--- config.mk ---
export PLATFORM = sky130hd
export DESIGN_NAME = sit_ctrl
export DESIGN_NICKNAME = d
export VERILOG_FILES = /design/src/rtl/sit_pkg.sv /design/src/rtl/sit_ctrl.sv
export SDC_FILE = /design/constraint.sdc
export NUM_CORES = 1
export LEC_CHECK = 0
export BUFFER_PORTS_ARGS = -buffer_cell sky130_fd_sc_hd__buf_4
export CORE_ASPECT_RATIO = 1.5
export CORE_MARGIN = 2
export CORE_UTILIZATION = 35
export DETAILED_ROUTE_END_ITERATION = 8
export PLACE_DENSITY = 0.53
export SYNTH_ARGS = -nofsm -noshare
export SYNTH_HDL_FRONTEND = slang
export SYNTH_SLANG_ARGS = --single-unit
--- constraint.sdc ---
create_clock -name i_clk -period 2.7 [get_ports i_clk]
set_input_delay 0.135 -clock i_clk [delete_from_list [all_inputs] [get_ports i_clk]]
set_output_delay 0.135 -clock i_clk [all_outputs]
set_load 0.05 [all_outputs]
--- src/rtl/sit_pkg.sv ---
`default_nettype none
// ----------------------------------------------------------------------------
// Sparse index table package
// Table geometry, command and status codes, and the control and status
// bundles that pass between the sequencer and the datapath.
// ----------------------------------------------------------------------------
package sit_pkg;

    localparam int NUM_BLOCKS  = 32;
    localparam int BLOCK_SIZE  = 32;
    localparam int HANDLE_BITS = 16;

    localparam int TABLE_SIZE = NUM_BLOCKS * BLOCK_SIZE;
    localparam int IDX_W      = (TABLE_SIZE > 1) ? $clog2(TABLE_SIZE) : 1;
    localparam int DATA_W     = HANDLE_BITS + 1;

    localparam logic [IDX_W-1:0] LAST_IDX = IDX_W'(TABLE_SIZE - 1);

    // Fixed port widths.
    localparam int CMD_W    = 3;
    localparam int POS_W    = 10;
    localparam int HANDLE_W = 16;
    localparam int STATUS_W = 2;

    localparam logic [CMD_W-1:0] CMD_LOOKUP = 3'd0;
    localparam logic [CMD_W-1:0] CMD_INSERT = 3'd1;
    localparam logic [CMD_W-1:0] CMD_REMOVE = 3'd2;
    localparam logic [CMD_W-1:0] CMD_OPEN   = 3'd3;
    localparam logic [CMD_W-1:0] CMD_CLOSE  = 3'd4;
    localparam logic [CMD_W-1:0] CMD_NEXT   = 3'd5;

    localparam logic [STATUS_W-1:0] ST_OK      = 2'd0;
    localparam logic [STATUS_W-1:0] ST_RANGE   = 2'd1;
    localparam logic [STATUS_W-1:0] ST_EMPTY   = 2'd2;
    localparam logic [STATUS_W-1:0] ST_BLOCKED = 2'd3;

    typedef enum logic [1:0] {
        RD_NONE,
        RD_POS,
        RD_LAST,
        RD_PTR
    } t_rd_sel;

    typedef enum logic [2:0] {
        PTR_HOLD,
        PTR_POS_UP,
        PTR_LAST_DN,
        PTR_UP,
        PTR_DOWN
    } t_ptr_op;

    typedef enum logic [2:0] {
        WR_NONE,
        WR_INS,
        WR_ZERO_PTR,
        WR_ZERO_POS,
        WR_ZERO_LAST,
        WR_SHIFT_UP,
        WR_SHIFT_DN
    } t_wr_sel;

    typedef enum logic [2:0] {
        RES_NONE,
        RES_OK,
        RES_RANGE,
        RES_EMPTY,
        RES_BLOCKED,
        RES_HIT_LOOK,
        RES_HIT_NEXT
    } t_res_sel;

    typedef struct packed {
        logic     latch;
        t_rd_sel  rd_sel;
        t_ptr_op  ptr_op;
        t_wr_sel  wr_sel;
        t_res_sel res_sel;
    } t_dp_ctl;

    typedef struct packed {
        logic [CMD_W-1:0] cmd;
        logic             in_range;
        logic             pos_is_last;
        logic             ptr_is_last;
        logic             ptr_is_pos;
        logic             pend;
        logic             rd_valid;
        logic             out_free;
    } t_dp_sts;

endpackage
`default_nettype wire

--- src/rtl/sit_ctrl.sv ---
`default_nettype none
// ----------------------------------------------------------------------------
// Sparse index table sequencer
// Runs the clearing pass after reset, decodes each command and steps the
// datapath through reads, shifts and scans one table entry per cycle.
// ----------------------------------------------------------------------------
module sit_ctrl (
    input  wire logic              i_clk,
    input  wire logic              i_rst_n,
    input  wire logic              i_valid,
    output logic                   o_ready,
    input  wire sit_pkg::t_dp_sts  i_sts,
    output sit_pkg::t_dp_ctl       o_ctl
);
    import sit_pkg::*;

    typedef enum logic [14:0] {
        S_CLEAR    = 15'b000000000000001,
        S_IDLE     = 15'b000000000000010,
        S_START    = 15'b000000000000100,
        S_LK_EVAL  = 15'b000000000001000,
        S_OP_CHK   = 15'b000000000010000,
        S_OP_WALK  = 15'b000000000100000,
        S_OP_TAIL  = 15'b000000001000000,
        S_FIN_POS  = 15'b000000010000000,
        S_CL_WALK  = 15'b000000100000000,
        S_CL_TAIL  = 15'b000001000000000,
        S_FIN_LAST = 15'b000010000000000,
        S_NX_WALK  = 15'b000100000000000,
        S_NX_LAST  = 15'b001000000000000,
        S_NX_HIT   = 15'b010000000000000,
        S_NX_MISS  = 15'b100000000000000
    } t_state;

    t_state  r_state;
    t_state  n_state;
    t_dp_ctl ctl;
    logic    accept;

    assign o_ready = (r_state == S_IDLE);
    assign accept  = i_valid && o_ready;

    always_comb begin
        n_state     = r_state;
        ctl.latch   = accept;
        ctl.rd_sel  = RD_NONE;
        ctl.ptr_op  = PTR_HOLD;
        ctl.wr_sel  = WR_NONE;
        ctl.res_sel = RES_NONE;
        case (r_state)
            S_CLEAR: begin
                ctl.wr_sel = WR_ZERO_PTR;
                ctl.ptr_op = PTR_UP;
                if (i_sts.ptr_is_last) begin
                    n_state = S_IDLE;
                end
            end
            S_IDLE: begin
                if (accept) begin
                    n_state = S_START;
                end
            end
            S_START: begin
                if (!(i_sts.cmd inside {[CMD_LOOKUP:CMD_NEXT]})) begin
                    if (i_sts.out_free) begin
                        ctl.res_sel = RES_OK;
                        n_state     = S_IDLE;
                    end
                end else if (!i_sts.in_range) begin
                    if (i_sts.out_free) begin
                        ctl.res_sel = RES_RANGE;
                        n_state     = S_IDLE;
                    end
                end else begin
                    case (i_sts.cmd)
                        CMD_LOOKUP: begin
                            ctl.rd_sel = RD_POS;
                            n_state    = S_LK_EVAL;
                        end
                        CMD_INSERT: begin
                            if (i_sts.out_free) begin
                                ctl.wr_sel  = WR_INS;
                                ctl.res_sel = RES_OK;
                                n_state     = S_IDLE;
                            end
                        end
                        CMD_REMOVE: begin
                            if (i_sts.out_free) begin
                                ctl.wr_sel  = WR_ZERO_POS;
                                ctl.res_sel = RES_OK;
                                n_state     = S_IDLE;
                            end
                        end
                        CMD_OPEN: begin
                            ctl.rd_sel = RD_LAST;
                            n_state    = S_OP_CHK;
                        end
                        CMD_CLOSE: begin
                            if (i_sts.pos_is_last) begin
                                n_state = S_FIN_LAST;
                            end else begin
                                ctl.ptr_op = PTR_POS_UP;
                                n_state    = S_CL_WALK;
                            end
                        end
                        default: begin
                            // Next occupied: nothing lies above the last entry.
                            if (i_sts.pos_is_last) begin
                                n_state = S_NX_MISS;
                            end else begin
                                ctl.ptr_op = PTR_POS_UP;
                                n_state    = S_NX_WALK;
                            end
                        end
                    endcase
                end
            end
            S_LK_EVAL: begin
                if (i_sts.out_free) begin
                    ctl.res_sel = i_sts.rd_valid ? RES_HIT_LOOK : RES_EMPTY;
                    n_state     = S_IDLE;
                end
            end
            S_OP_CHK: begin
                if (i_sts.rd_valid) begin
                    if (i_sts.out_free) begin
                        ctl.res_sel = RES_BLOCKED;
                        n_state     = S_IDLE;
                    end
                end else if (i_sts.pos_is_last) begin
                    n_state = S_FIN_POS;
                end else begin
                    ctl.ptr_op = PTR_LAST_DN;
                    n_state    = S_OP_WALK;
                end
            end
            S_OP_WALK: begin
                // Read one entry downward while the previous one moves up.
                ctl.wr_sel = i_sts.pend ? WR_SHIFT_UP : WR_NONE;
                ctl.rd_sel = RD_PTR;
                ctl.ptr_op = PTR_DOWN;
                if (i_sts.ptr_is_pos) begin
                    n_state = S_OP_TAIL;
                end
            end
            S_OP_TAIL: begin
                ctl.wr_sel = WR_SHIFT_UP;
                n_state    = S_FIN_POS;
            end
            S_FIN_POS: begin
                if (i_sts.out_free) begin
                    ctl.wr_sel  = WR_ZERO_POS;
                    ctl.res_sel = RES_OK;
                    n_state     = S_IDLE;
                end
            end
            S_CL_WALK: begin
                ctl.wr_sel = i_sts.pend ? WR_SHIFT_DN : WR_NONE;
                ctl.rd_sel = RD_PTR;
                ctl.ptr_op = PTR_UP;
                if (i_sts.ptr_is_last) begin
                    n_state = S_CL_TAIL;
                end
            end
            S_CL_TAIL: begin
                ctl.wr_sel = WR_SHIFT_DN;
                n_state    = S_FIN_LAST;
            end
            S_FIN_LAST: begin
                if (i_sts.out_free) begin
                    ctl.wr_sel  = WR_ZERO_LAST;
                    ctl.res_sel = RES_OK;
                    n_state     = S_IDLE;
                end
            end
            S_NX_WALK: begin
                // Stop reading on a hit so the found word stays on the RAM output.
                if (i_sts.pend && i_sts.rd_valid) begin
                    n_state = S_NX_HIT;
                end else begin
                    ctl.rd_sel = RD_PTR;
                    ctl.ptr_op = PTR_UP;
                    if (i_sts.ptr_is_last) begin
                        n_state = S_NX_LAST;
                    end
                end
            end
            S_NX_LAST: begin
                n_state = i_sts.rd_valid ? S_NX_HIT : S_NX_MISS;
            end
            S_NX_HIT: begin
                if (i_sts.out_free) begin
                    ctl.res_sel = RES_HIT_NEXT;
                    n_state     = S_IDLE;
                end
            end
            S_NX_MISS: begin
                if (i_sts.out_free) begin
                    ctl.res_sel = RES_EMPTY;
                    n_state     = S_IDLE;
                end
            end
            default: begin
                n_state = S_IDLE;
            end
        endcase
    end

    always_ff @(posedge i_clk) begin
        if (!i_rst_n) begin
            r_state <= S_CLEAR;
        end else begin
            r_state <= n_state;
        end
    end

    assign o_ctl = ctl;

    a_accept_starts: assert property (@(posedge i_clk) disable iff (!i_rst_n)
        accept |=> (r_state == S_START))
        else $error("accepted command did not start");

    // The last entry of a scan is evaluated only from a read just issued.
    a_nx_last_pend: assert property (@(posedge i_clk) disable iff (!i_rst_n)
        (r_state == S_NX_LAST) |-> i_sts.pend)
        else $error("scan end without read data");

    a_walk_no_result: assert property (@(posedge i_clk) disable iff (!i_rst_n)
        (r_state == S_OP_WALK || r_state == S_CL_WALK || r_state == S_CLEAR)
            |-> (ctl.res_sel == RES_NONE))
        else $error("result issued in the middle of a walk");

endmodule
`default_nettype wire

==> results by group, run 1 <==
Run status
  – Status: finished clean

Logic synthesis
  – Top FF cell, synth: dfxtp_1
  – Sequential area share after synthesis: 21.0%
  – Yosys cell types: 56
  – Synth Warn #: 0
  – EDFF count, synth: 0
  – Syn avg cell area: between 7 and 8 um2
  – Synthesized instance count: 199
  – Synth Register Bits: 15
  – Ys async rst share: 0%
  – Synth Net Count: 212
  – Synthesized cell area: 1430 um2

Drt
  – Vias: between 1500 and 2000
  – Initial drt markers: 105
  – Remaining DRCs: 0
  – DR WL/cell: 19.3 um
  – Routed WL: 5130 um
  – Routed Antenna Nets: 0
  – Via-to-Cell Ratio: 6.27
  – First-pass DRT Iterations: 5

Finish
  – Diode count: 0
  – Fillcell total: 410
  – Max FFs per register: 15
  – Finished Layout Cells: between 200 and 300
  – Layout Area Growth over Synthesis: 22.2%
  – Largest Register: r_state
  – Fin nets: 235
  – Most frequent cells in the layout: buf_4 (34), nand2_1 (22), dfxtp_1 (15)
  – Top Registers: r_state: 15 flops
  – Final Util: 44.5%
  – Most common cell after layout, fill and taps aside: buf_4
  – Fraction of layout cells with a size suffix above 1: 24.0%

Min path
  – HP Class: input pin to flip-flop
  – Hold path startpoint: i_rst_n
  – Hold path depth: 2
  – Hold endpoint: r_state[0]

Clocking
  – Clock sink total: 15
  – Clock buffer depth: 2
  – Post-CTS Setup Repair Bufs: 0
  – Clock slew at reported path FFs: approximately 0.060 ns
  – Post_cts resized: 0
  – TritonCTS buffer count: 3
  – Root Buffer: clkbuf_8
  – Clock Latency Late Sink: 0.26 ns
  – H-tree depth: 1
  – CTS tree: built
  – Cts hold-fix bufs: 0

Setup path
  – Critical Path Sink Type: output pin
  – Crit Path Max Fanout: 8
  – Worst EP required: 2.57 ns
  – Worst endpoint data arrival time: 2.44 ns
  – Reg2Reg Capture Point: r_state[10]
  – R2r startpoint: r_state[8]
  – Setup crit start kind: flip-flop
  – Reg2Reg Setup Slack: roughly 0.38 ns
  – Critical setup path kind: flip-flop to output pin
  – R2R depth: 7

Global route
  – Overflow after GRT: 0
  – Initial antenna violation count: 0
  – Vias in the first global route: roughly 1600
  – Total GRT Usage: 22.9%
  – First-pass GRT wire length: 7940 um
  – Largest net degree at the start of global routing: 14

Power
  – Clock power share: 34.9%
  – Combinational group share of total power: 24.4%
  – Switch Pwr: ~0.18 mW
  – Sequential share of power: 40.7%
  – PnR Total Power: 0.559 mW
  – Sw Ratio: between 30% and 40%
  – Int Pwr: around 0.38 mW
  – Static Leakage: 0.719 nW
  – Cell Pwr Density: approximately 320 nW/um2
  – Max VDD drop: around 0.23 mV

Floorplanning
  – Top Ports: 26
  – DIE WIDTH: 56.1 um
  – # rows: 28
  – Starting Density: 36.4%
  – Core region area: 3920 um2
  – Die Ht: 82.2 um
  – Die ar.: 4620 um2

Timing
  – Final Critical Period: 2.58 ns
  – Setup TNS: 0 ns
  – Max_slew headroom: 59.2%
  – # setup viols final: 0
  – Worst slew pin tran: 0.603 ns
  – Fin Clk Skew: 0.00898 ns
  – Max-slew violations: 0
  – Final Hold Fails: 0
  – Final WS setup: 0.124 ns
  – Part of the cycle the worst path needs: 95.4%
  – RSZ-0062 raised after global routing: false
  – Max Freq: ~390 MHz

Place
  – Final Wtd Congestion: between 0.9 and 1
  – IO Port Bufs: 25
  – Post-DP HPWL: a little over 4000 um
  – Placed Cells: approximately 260
  – Worst slack, placed: between 0.3 and 0.4 ns

Run
  – Max Cap Viol: 0
==> power by group through the flow <==
stage	logic [mW]	clock network (mW)	registers, mW
after floorplan	0.0836	0	0.233
after global placement	0.135	0	0.233
after detailed placement	0.133	0	0.233
after CTS	0.133	0.194	0.228
after global routing	0.146	0.207	0.229
final	0.136	0.195	0.228
==> metrics by stage <==
step,hold slack (ns),instance area [um2]
after floorplan,0.287,1430
after global placement,0.422,1660
after detailed placement,0.428,1660
after CTS,0.171,1700
after global routing,0.172,1740
final,0.164,1740
==> how the worst max path moves through the flow <==
stage,to,start
after CTS,o_ctl[9],r_state[8]
after global routing,o_ctl[3],r_state[8]
after detailed placement,r_state[8],r_state[1]
after floorplan,o_ctl[7],r_state[10]
final,o_ctl[3],r_state[1]
after global placement,o_ctl[3],r_state[8]
==> synth_stat cells, types with 2 or more instances <==
| cell | count | area, um2 |
|---|---|---|
| o31ai_1 | 2 | 15.0 |
| and2_1 | 3 | 18.8 |
| nand3b_1 | 2 | 15.0 |
| or4_1 | 8 | 60.1 |
| a31oi_1 | 2 | 12.5 |
| nand2_1 | 22 | 82.6 |
| or4b_2 | 2 | 20.0 |
| dfxtp_1 | 15 | 300 |
| inv_1 | 9 | 33.8 |
| a21oi_1 | 8 | 40.0 |
| xnor2_1 | 3 | 26.3 |
| o21a_1 | 2 | 15.0 |
| nor2_1 | 8 | 30.0 |
| o21ai_0 | 9 | 45.0 |
| buf_6 | 2 | 22.5 |
| o22a_1 | 2 | 17.5 |
| nand4_1 | 4 | 25.0 |
| nor3_1 | 10 | 50.1 |
| and3_1 | 3 | 18.8 |
| nor2b_1 | 9 | 56.3 |
| nor4b_1 | 6 | 52.6 |
| o32a_1 | 2 | 20.0 |
| a21boi_1 | 3 | 22.5 |
| nand2b_1 | 2 | 12.5 |
| mux2i_1 | 2 | 20.0 |
| or4_4 | 2 | 22.5 |
| nor4_1 | 3 | 18.8 |
| clkbuf_1 | 11 | 41.3 |
| o22ai_1 | 3 | 18.8 |
| nand3_1 | 12 | 60.1 |
| or3_1 | 3 | 18.8 |
==> worst max-delay path: stages, from the launching register on <==
cell	delay, ns
dfxtp_1	0.37
or4_1	0.65
buf_4	0.21
or4_1	0.51
o21ai_0	0.11
nand2_1	0.08
nand2_1	0.06
buf_4	0.19
==> per-layer routing <==
metal  global-route usage [%]  wire (um)
met1                     25.9       1950
met2                     40.1       2550
met3                     3.27        342
met4                     14.8        289
met5                        0          0
==> cell type report <==
cell class	instances	area [um2]	area share (%)
flip-flops and latches	15	300	17.2
inverters	10	37.5	2.15
clock buffers	4	45.0	2.58
multi-input cells	158	1050	60.2
well taps	45	56.3	3.23
repair buffers	34	255	14.6
==> cells by family after synthesis <==
| group | share of synthesized area [%] |
|---|---|
| AND/OR/NAND/NOR | 44.4 |
| XOR/XNOR | 2.45 |
| flip-flops | 21.0 |
| AO/OA/AOI/OAI | 21.6 |
| multiplexers | 2.19 |
| buffers and inverters | 8.24 |
No activity file was read; power rests on OpenSTA's default activity.
==> run 2, diff against run 1 <==
--- a/config.mk
+++ b/config.mk
@@ -5,6 +5,7 @@
 export SDC_FILE = /design/constraint.sdc
 export NUM_CORES = 1
 export LEC_CHECK = 0
+export ABC_AREA = 1
 export BUFFER_PORTS_ARGS = -buffer_cell sky130_fd_sc_hd__buf_4
 export CORE_ASPECT_RATIO = 1.5
 export CORE_MARGIN = 2
==> run 2 against run 1 <==
Core utilization shrank 2.7 points. Die area is 13% higher. Worst setup slack improved by 0.43 ns.
==> results by group, run 2 <==
Clocking
  – Clock buffer depth: 2
  – Post-CTS Setup Repair Bufs: 0
  – Clock sink total: 15
  – Cts hold-fix bufs: 0
  – TritonCTS buffer count: 3
  – Post_cts resized: 0
  – CTS tree: built
  – Clock Latency Late Sink: 0.26 ns
  – Clock slew at reported path FFs: roughly 0.070 ns
  – H-tree depth: 1
  – Root Buffer: clkbuf_8

Timing
  – Max-slew violations: 0
  – RSZ-0062 raised after global routing: false
  – # setup viols final: 0
  – Part of the cycle the worst path needs: 79.5%
  – Setup TNS: 0 ns
  – Worst slew pin tran: 0.579 ns
  – Final Critical Period: 2.15 ns
  – Fin Clk Skew: 0.00168 ns
  – Final Hold Fails: 0
  – Final Hold Slack: 0.0667 ns
  – Max_slew headroom: 61.4%
  – Max Freq: between 400 and 500 MHz

Setup path
  – R2r startpoint: r_state[8]
  – Reg2Reg Setup Slack: 0.88 ns
  – Crit-path cells: nor2_1, nand2_2, nor2_8, nand3_4, inv_2, nand3_1, o2111ai_1, buf_4
  – Critical path's top delay family: simple AND/OR/NAND/NOR gates
  – Slowest CP cell: dfxtp_1
  – Critical Path Sink Type: output pin
  – Critical setup path kind: flip-flop to output pin
  – Reg2Reg Capture Point: r_state[10]
  – Crit path depth: 8
  – Biggest cell delay along the critical path: 0.34 ns
  – R2R depth: 9
  – Worst path bufs/invs: 2
  – Worst EP required: 2.57 ns
  – Setup crit start kind: flip-flop
  – Worst endpoint data arrival time: 2.01 ns
  – Crit Path Max Fanout: 16

Power
  – Static Leakage: slightly above 1 nW
  – Cell Pwr Density: between 300 and 400 nW/um2
  – Max VDD drop: 0.127 mV

Global route
  – First-pass GRT wire length: 8730 um
  – Overflow after GRT: 0
  – Total GRT Usage: 22.2%
  – Largest net degree at the start of global routing: 17
  – Vias in the first global route: ~1800
  – Initial antenna violation count: 0

Drt
  – Remaining DRCs: 0
  – Initial drt markers: 84
  – Via-to-Cell Ratio: 5.29
  – Vias: about 1900
  – DR WL/cell: 15.0 um
  – First-pass DRT Iterations: 4
  – Routed WL: between 5000 and 6000 um
  – Routed Antenna Nets: 0

Finish
  – Fraction of layout cells with a size suffix above 1: 22.1%
  – Layout Area Growth over Synthesis: 15.7%
  – Diode count: 0
  – Most common cell after layout, fill and taps aside: nand2_1
  – Fillcell total: between 500 and 600
  – Top Registers: r_state: 15 flops
  – Most frequent cells in the layout: nand2_1 (73), nor2_1 (46), inv_1 (38)
  – Fin nets: roughly 320
  – Max FFs per register: 15
  – Largest Register: r_state

Floorplanning
  – # rows: 30
  – DIE WIDTH: 59.6 um
  – Top Ports: 26
  – Core region area: roughly 4500 um2
  – Die ar.: between 5000 and 6000 um2
  – Die Ht: 87.5 um
  – Starting Density: between 30 and 40%

Logic synthesis
  – Top FF cell, synth: dfxtp_1
  – Synthesized cell area: around 1600 um2
  – EDFF count, synth: 0
  – Synth Register Bits: 15
  – Count leader, synth: nand2_1
  – Post-synthesis simple-gate area fraction: 58.6%
  – Yosys cell types: 35
  – Sequential area share after synthesis: between 10% and 20%
  – Ys async rst share: 0%
  – Compound-cell area share of the yosys netlist: 9.70%
  – Post-synth top area share: a little under a fifth
  – Top cells by instance count after synthesis: nand2_1 (73), nor2_1 (46), inv_1 (38), nand3_1 (30), dfxtp_1 (15)
  – Synth Net Count: 298
  – Synth Area in XOR/XNOR: 0%
  – Dominant cells by area after synthesis: dfxtp_1 (18%), nand2_1 (17%), nor2_1 (11%)
  – Mux share of post-synthesis cell area: 0%
  – Main combinational cell family by area after synthesis: simple AND/OR/NAND/NOR gates
  – Synth Warn #: 0
  – Syn avg cell area: 5.70 um2
  – Synthesized instance count: between 200 and 300
  – Post-synthesis adder-cell area fraction: 0%
  – Post-synth top area cell: dfxtp_1

Place
  – Final Wtd Congestion: 0.940
  – Post-DP HPWL: 4500 um
  – IO Port Bufs: 25

Min path
  – Hold path depth: 2
  – Hold endpoint: r_state[0]
  – HP Class: input pin to flip-flop
  – Hold path startpoint: i_rst_n

Run
  – Max Cap Viol: 0

Run status
  – Status: finished clean
==> run 2: cell count changes after synthesis, sizes merged, moves of 7 or more <==
cell	previous run	this run
nor2b	9	0
inv	9	45
clkbuf	11	4
nand3	12	40
nand2	22	78
or4	10	0
nor2	8	54
==> run 2: how the worst max path moves through the flow <==
stage	startpoint	to	slack [ns]
after global placement	r_state[14]	o_ctl[1]	0.84
after global routing	r_state[4]	o_ctl[5]	0.42
final	r_state[8]	o_ctl[1]	0.55
after CTS	r_state[8]	o_ctl[1]	0.55
after detailed placement	r_state[14]	o_ctl[1]	0.84
after floorplan	r_state[14]	o_ctl[10]	0.47
==> run 2: cell type report <==
class                      count  area [um2]  area share, %
multi-input combinational    218        1110           59.0
sequential                    15         300           16.0
timing repair buffer          26         195           10.4
inverter                      45         169           8.98
tap                           48        60.1           3.19
clock buffer                   3        41.3           2.20
clock inverter                 1        5.00          0.266
==> run 2: kinds of logic (layout without fill, tap and decap cells) <==
family	after synthesis	count (layout)
and+or+nand+nor	191	191
buffers and inverters	52	75
AOI/OAI and AO/OA	27	27
DFF	15	15
==> run 2: stage by stage <==
step | instance area, um2 | setup slack (ns) | power (mW) | std cells | util [%]
final | 1880 | 0.552 | 0.576 | 356 | 41.8
after global routing | 1880 | 0.423 | 0.591 | 356 | 41.8
after CTS | 1880 | 0.551 | 0.573 | 356 | 41.8
after detailed placement | 1830 | 0.838 | 0.379 | 352 | 40.7
after global placement | 1830 | 0.841 | 0.381 | 352 | 40.7
after floorplan | 1630 | 0.466 | 0.333 | 285 | -
==> run 2: worst register-to-register path: cells and delay by family, from the launching register on <==
family	cells	cell delay (ns)
AO/OA/AOI/OAI	1	0.14
buffers and inverters	1	0.06
flip-flops	1	0.34
AND/OR/NAND/NOR	7	1.21
==> run 2: report_power, final <==
group | switching [mW] | internal, mW | total (mW)
clock | 0.0981 | 0.103 | 0.201
combinational | 0.104 | 0.0441 | 0.148
sequential | 0.00292 | 0.224 | 0.227
total | 0.205 | 0.371 | 0.576
==> run 2: per-layer routing <==
layer	up-vias	routed length (um)	global-route usage, %
met5	-	0	0
met4	0	238	9.49
met3	21	212	2.53
met2	54	2770	40.2
met1	856	2120	25.2
li1	952	-	-
==> run 3, diff against run 2 <==
--- a/config.mk
+++ b/config.mk
@@ -5,7 +5,7 @@
 export SDC_FILE = /design/constraint.sdc
 export NUM_CORES = 1
 export LEC_CHECK = 0
-export ABC_AREA = 1
+export ABC_AREA = 0
 export BUFFER_PORTS_ARGS = -buffer_cell sky130_fd_sc_hd__buf_4
 export CORE_ASPECT_RATIO = 1.5
 export CORE_MARGIN = 2
==> constraint.sdc (replaced) <==
create_clock -name i_clk -period 2.1 [get_ports i_clk]
set_input_delay 0.105 -clock i_clk [delete_from_list [all_inputs] [get_ports i_clk]]
set_output_delay 0.105 -clock i_clk [all_outputs]
set_load 0.05 [all_outputs]
==> run 3 against run 2 <==
The flow now finishes with violations (negative setup slack). Die area down 12%. Highest routed layer unchanged. Final area up 58%. Count of clock-buffer cells in the layout up 1. Via count up 11%.
==> results by group, run 3 (same netlist as run 1, synthesis figures left out) <==
Power
  – Clock power share: 29.9%
  – Switch Pwr: 0.287 mW
  – Static Leakage: around 1.3 nW
  – Cell Pwr Density: 285 nW/um2
  – Sw Ratio: around a third
  – Combinational group share of total power: ~36%
  – Sequential share of power: 33.9%
  – Max VDD drop: between 0.3 and 0.4 mV
  – Int Pwr: 0.562 mW

Drt
  – First-pass DRT Iterations: 4
  – Via-to-Cell Ratio: about 5.9
  – DR WL/cell: 20.2 um
  – Routed WL: 7120 um
  – Initial drt markers: 103
  – Routed Antenna Nets: 0
  – Remaining DRCs: 0
  – Vias: 2082

Setup path
  – R2r startpoint: r_state[14]
  – Crit path launch: r_state[7]
  – Critical setup path kind: flip-flop to output pin
  – Critical Path Sink Type: output pin
  – Crit Path Max Fanout: 3
  – Worst endpoint data arrival time: 2.24 ns
  – Setup crit start kind: flip-flop
  – Worst EP required: ~2.0 ns

Finish
  – Diode count: 0
  – Top Registers: r_state: 15 flops
  – Fraction of layout cells with a size suffix above 1: 66.8%
  – Fin nets: around 320
  – Fillcell total: 256
  – Largest Register: r_state
  – Layout Area Growth over Synthesis: 109%
  – Post-layout instance area: 2980 um2
  – Most common cell after layout, fill and taps aside: buf_4
  – Max FFs per register: 15
  – Most frequent cells in the layout: buf_4 (83), buf_6 (31), nand2_1 (14)

Min path
  – HP Class: input pin to flip-flop
  – Hold path startpoint: i_rst_n

Clocking
  – Clock sink total: 15
  – H-tree depth: 1
  – Clock buffer depth: 2
  – Clock slew at reported path FFs: roughly 0.07 ns
  – Root Buffer: clkbuf_8
  – Clock Latency Late Sink: 0.25 ns
  – Cts hold-fix bufs: 0
  – CTS tree: built
  – TritonCTS buffer count: 3

Place
  – Final Wtd Congestion: 0.966
  – Post-DP HPWL: 4720 um
  – IO Port Bufs: 25
  – Placed cell area: 2150 um2
  – Worst slack, placed: -0.304 ns

Floorplanning
  – Core region area: approximately 4000 um2
  – Die Ht: slightly above 80 um
  – Starting Density: a little over a third
  – Top Ports: 26
  – # rows: 28
  – DIE WIDTH: around 56 um
  – Die ar.: approximately 4600 um2

Timing
  – Max-slew violations: 0
  – Worst slew pin tran: approximately 0.48 ns
  – Max Freq: 427 MHz
  – # setup viols final: 21
  – Final Hold Fails: 0
  – Max_slew headroom: 67.7%
  – Final Critical Period: 2.34 ns
  – Part of the cycle the worst path needs: 112%
  – RSZ-0062 raised after global routing: true
  – Fin Clk Skew: 0.00560 ns
  – Final WS setup: -0.244 ns
  – Final Hold Slack: approximately 0.15 ns

Global route
  – First-pass GRT wire length: 10400 um
  – Vias in the first global route: 2072
  – Total GRT Usage: 29.4%
  – Largest net degree at the start of global routing: 14
  – Overflow after GRT: 0
  – Initial antenna violation count: 0

Run status
  – Status: complete, but fails checks
  – Violated checks: negative setup slack

Run
  – Max Cap Viol: 0
## run 3: path summary, 6_finish.rpt
kind                                     to  slack [ns]  cells after the start
worst max-delay path              o_ctl[10]       -0.24                      8
worst min-delay path             r_state[0]        0.15                      2
worst max register to register   r_state[1]       -0.09                      7
worst min register to register  r_state[10]        0.58                      2
## run 3: area by class of cell
cell class	instances	area, um2	area share, %
inverter	10	37.5	1.26
timing repair buffer	120	1060	35.7
sequential	15	320	10.8
tap	45	56.3	1.89
multi-input combinational	158	1460	48.9
clock buffer	4	45.0	1.51
## run 3: repair_timing
item | 4_1_cts | 5_1_grt
endpoints found under the setup margin | 21 | 27
pin swaps | 27 | 31
buffers inserted | 29 | 10
gates resized for setup | 82 | 47
cloned | 0 | 0
## run 3: per-stage QoR
step / instances / utilization, % / TNS, ns / power [mW]
floorplan: 199 / - / -0.0701 / 0.414
global placement: 313 / 54.7 / -2.52 / 0.513
detailed placement: 313 / 54.7 / -2.20 / 0.514
CTS: 346 / 70.1 / -1.79 / 0.810
global route: 352 / 75.9 / -3.35 / 0.875
finish: 352 / 75.9 / -2.22 / 0.848
## run 3: power groups by stage
stage | combinational [mW] | sequential [mW] | clock [mW]
2_1_floorplan | 0.115 | 0.299 | 0
3_3_place_gp | 0.217 | 0.296 | 0
3_5_place_dp | 0.217 | 0.296 | 0
4_1_cts | 0.269 | 0.288 | 0.253
5_1_grt | 0.318 | 0.288 | 0.269
6_report | 0.307 | 0.288 | 0.254
## run 3: layer usage
layer	up-vias	track usage (%)	wire length, um
met5	-	0	0
met4	0	15.0	316
met3	29	3.12	292
met2	87	53.1	3770
met1	999	34.3	2740
li1	967	-	-
## run 3: critical path, cell delays in order (launching register included)
cell and delay (ns):
dfxtp_2 0.33, or4_4 0.58, buf_6 0.16, nor4_4 0.29, buf_4 0.17, nand2_4 0.04, and3_4 0.20, nand2_4 0.06
buf_8 0.14
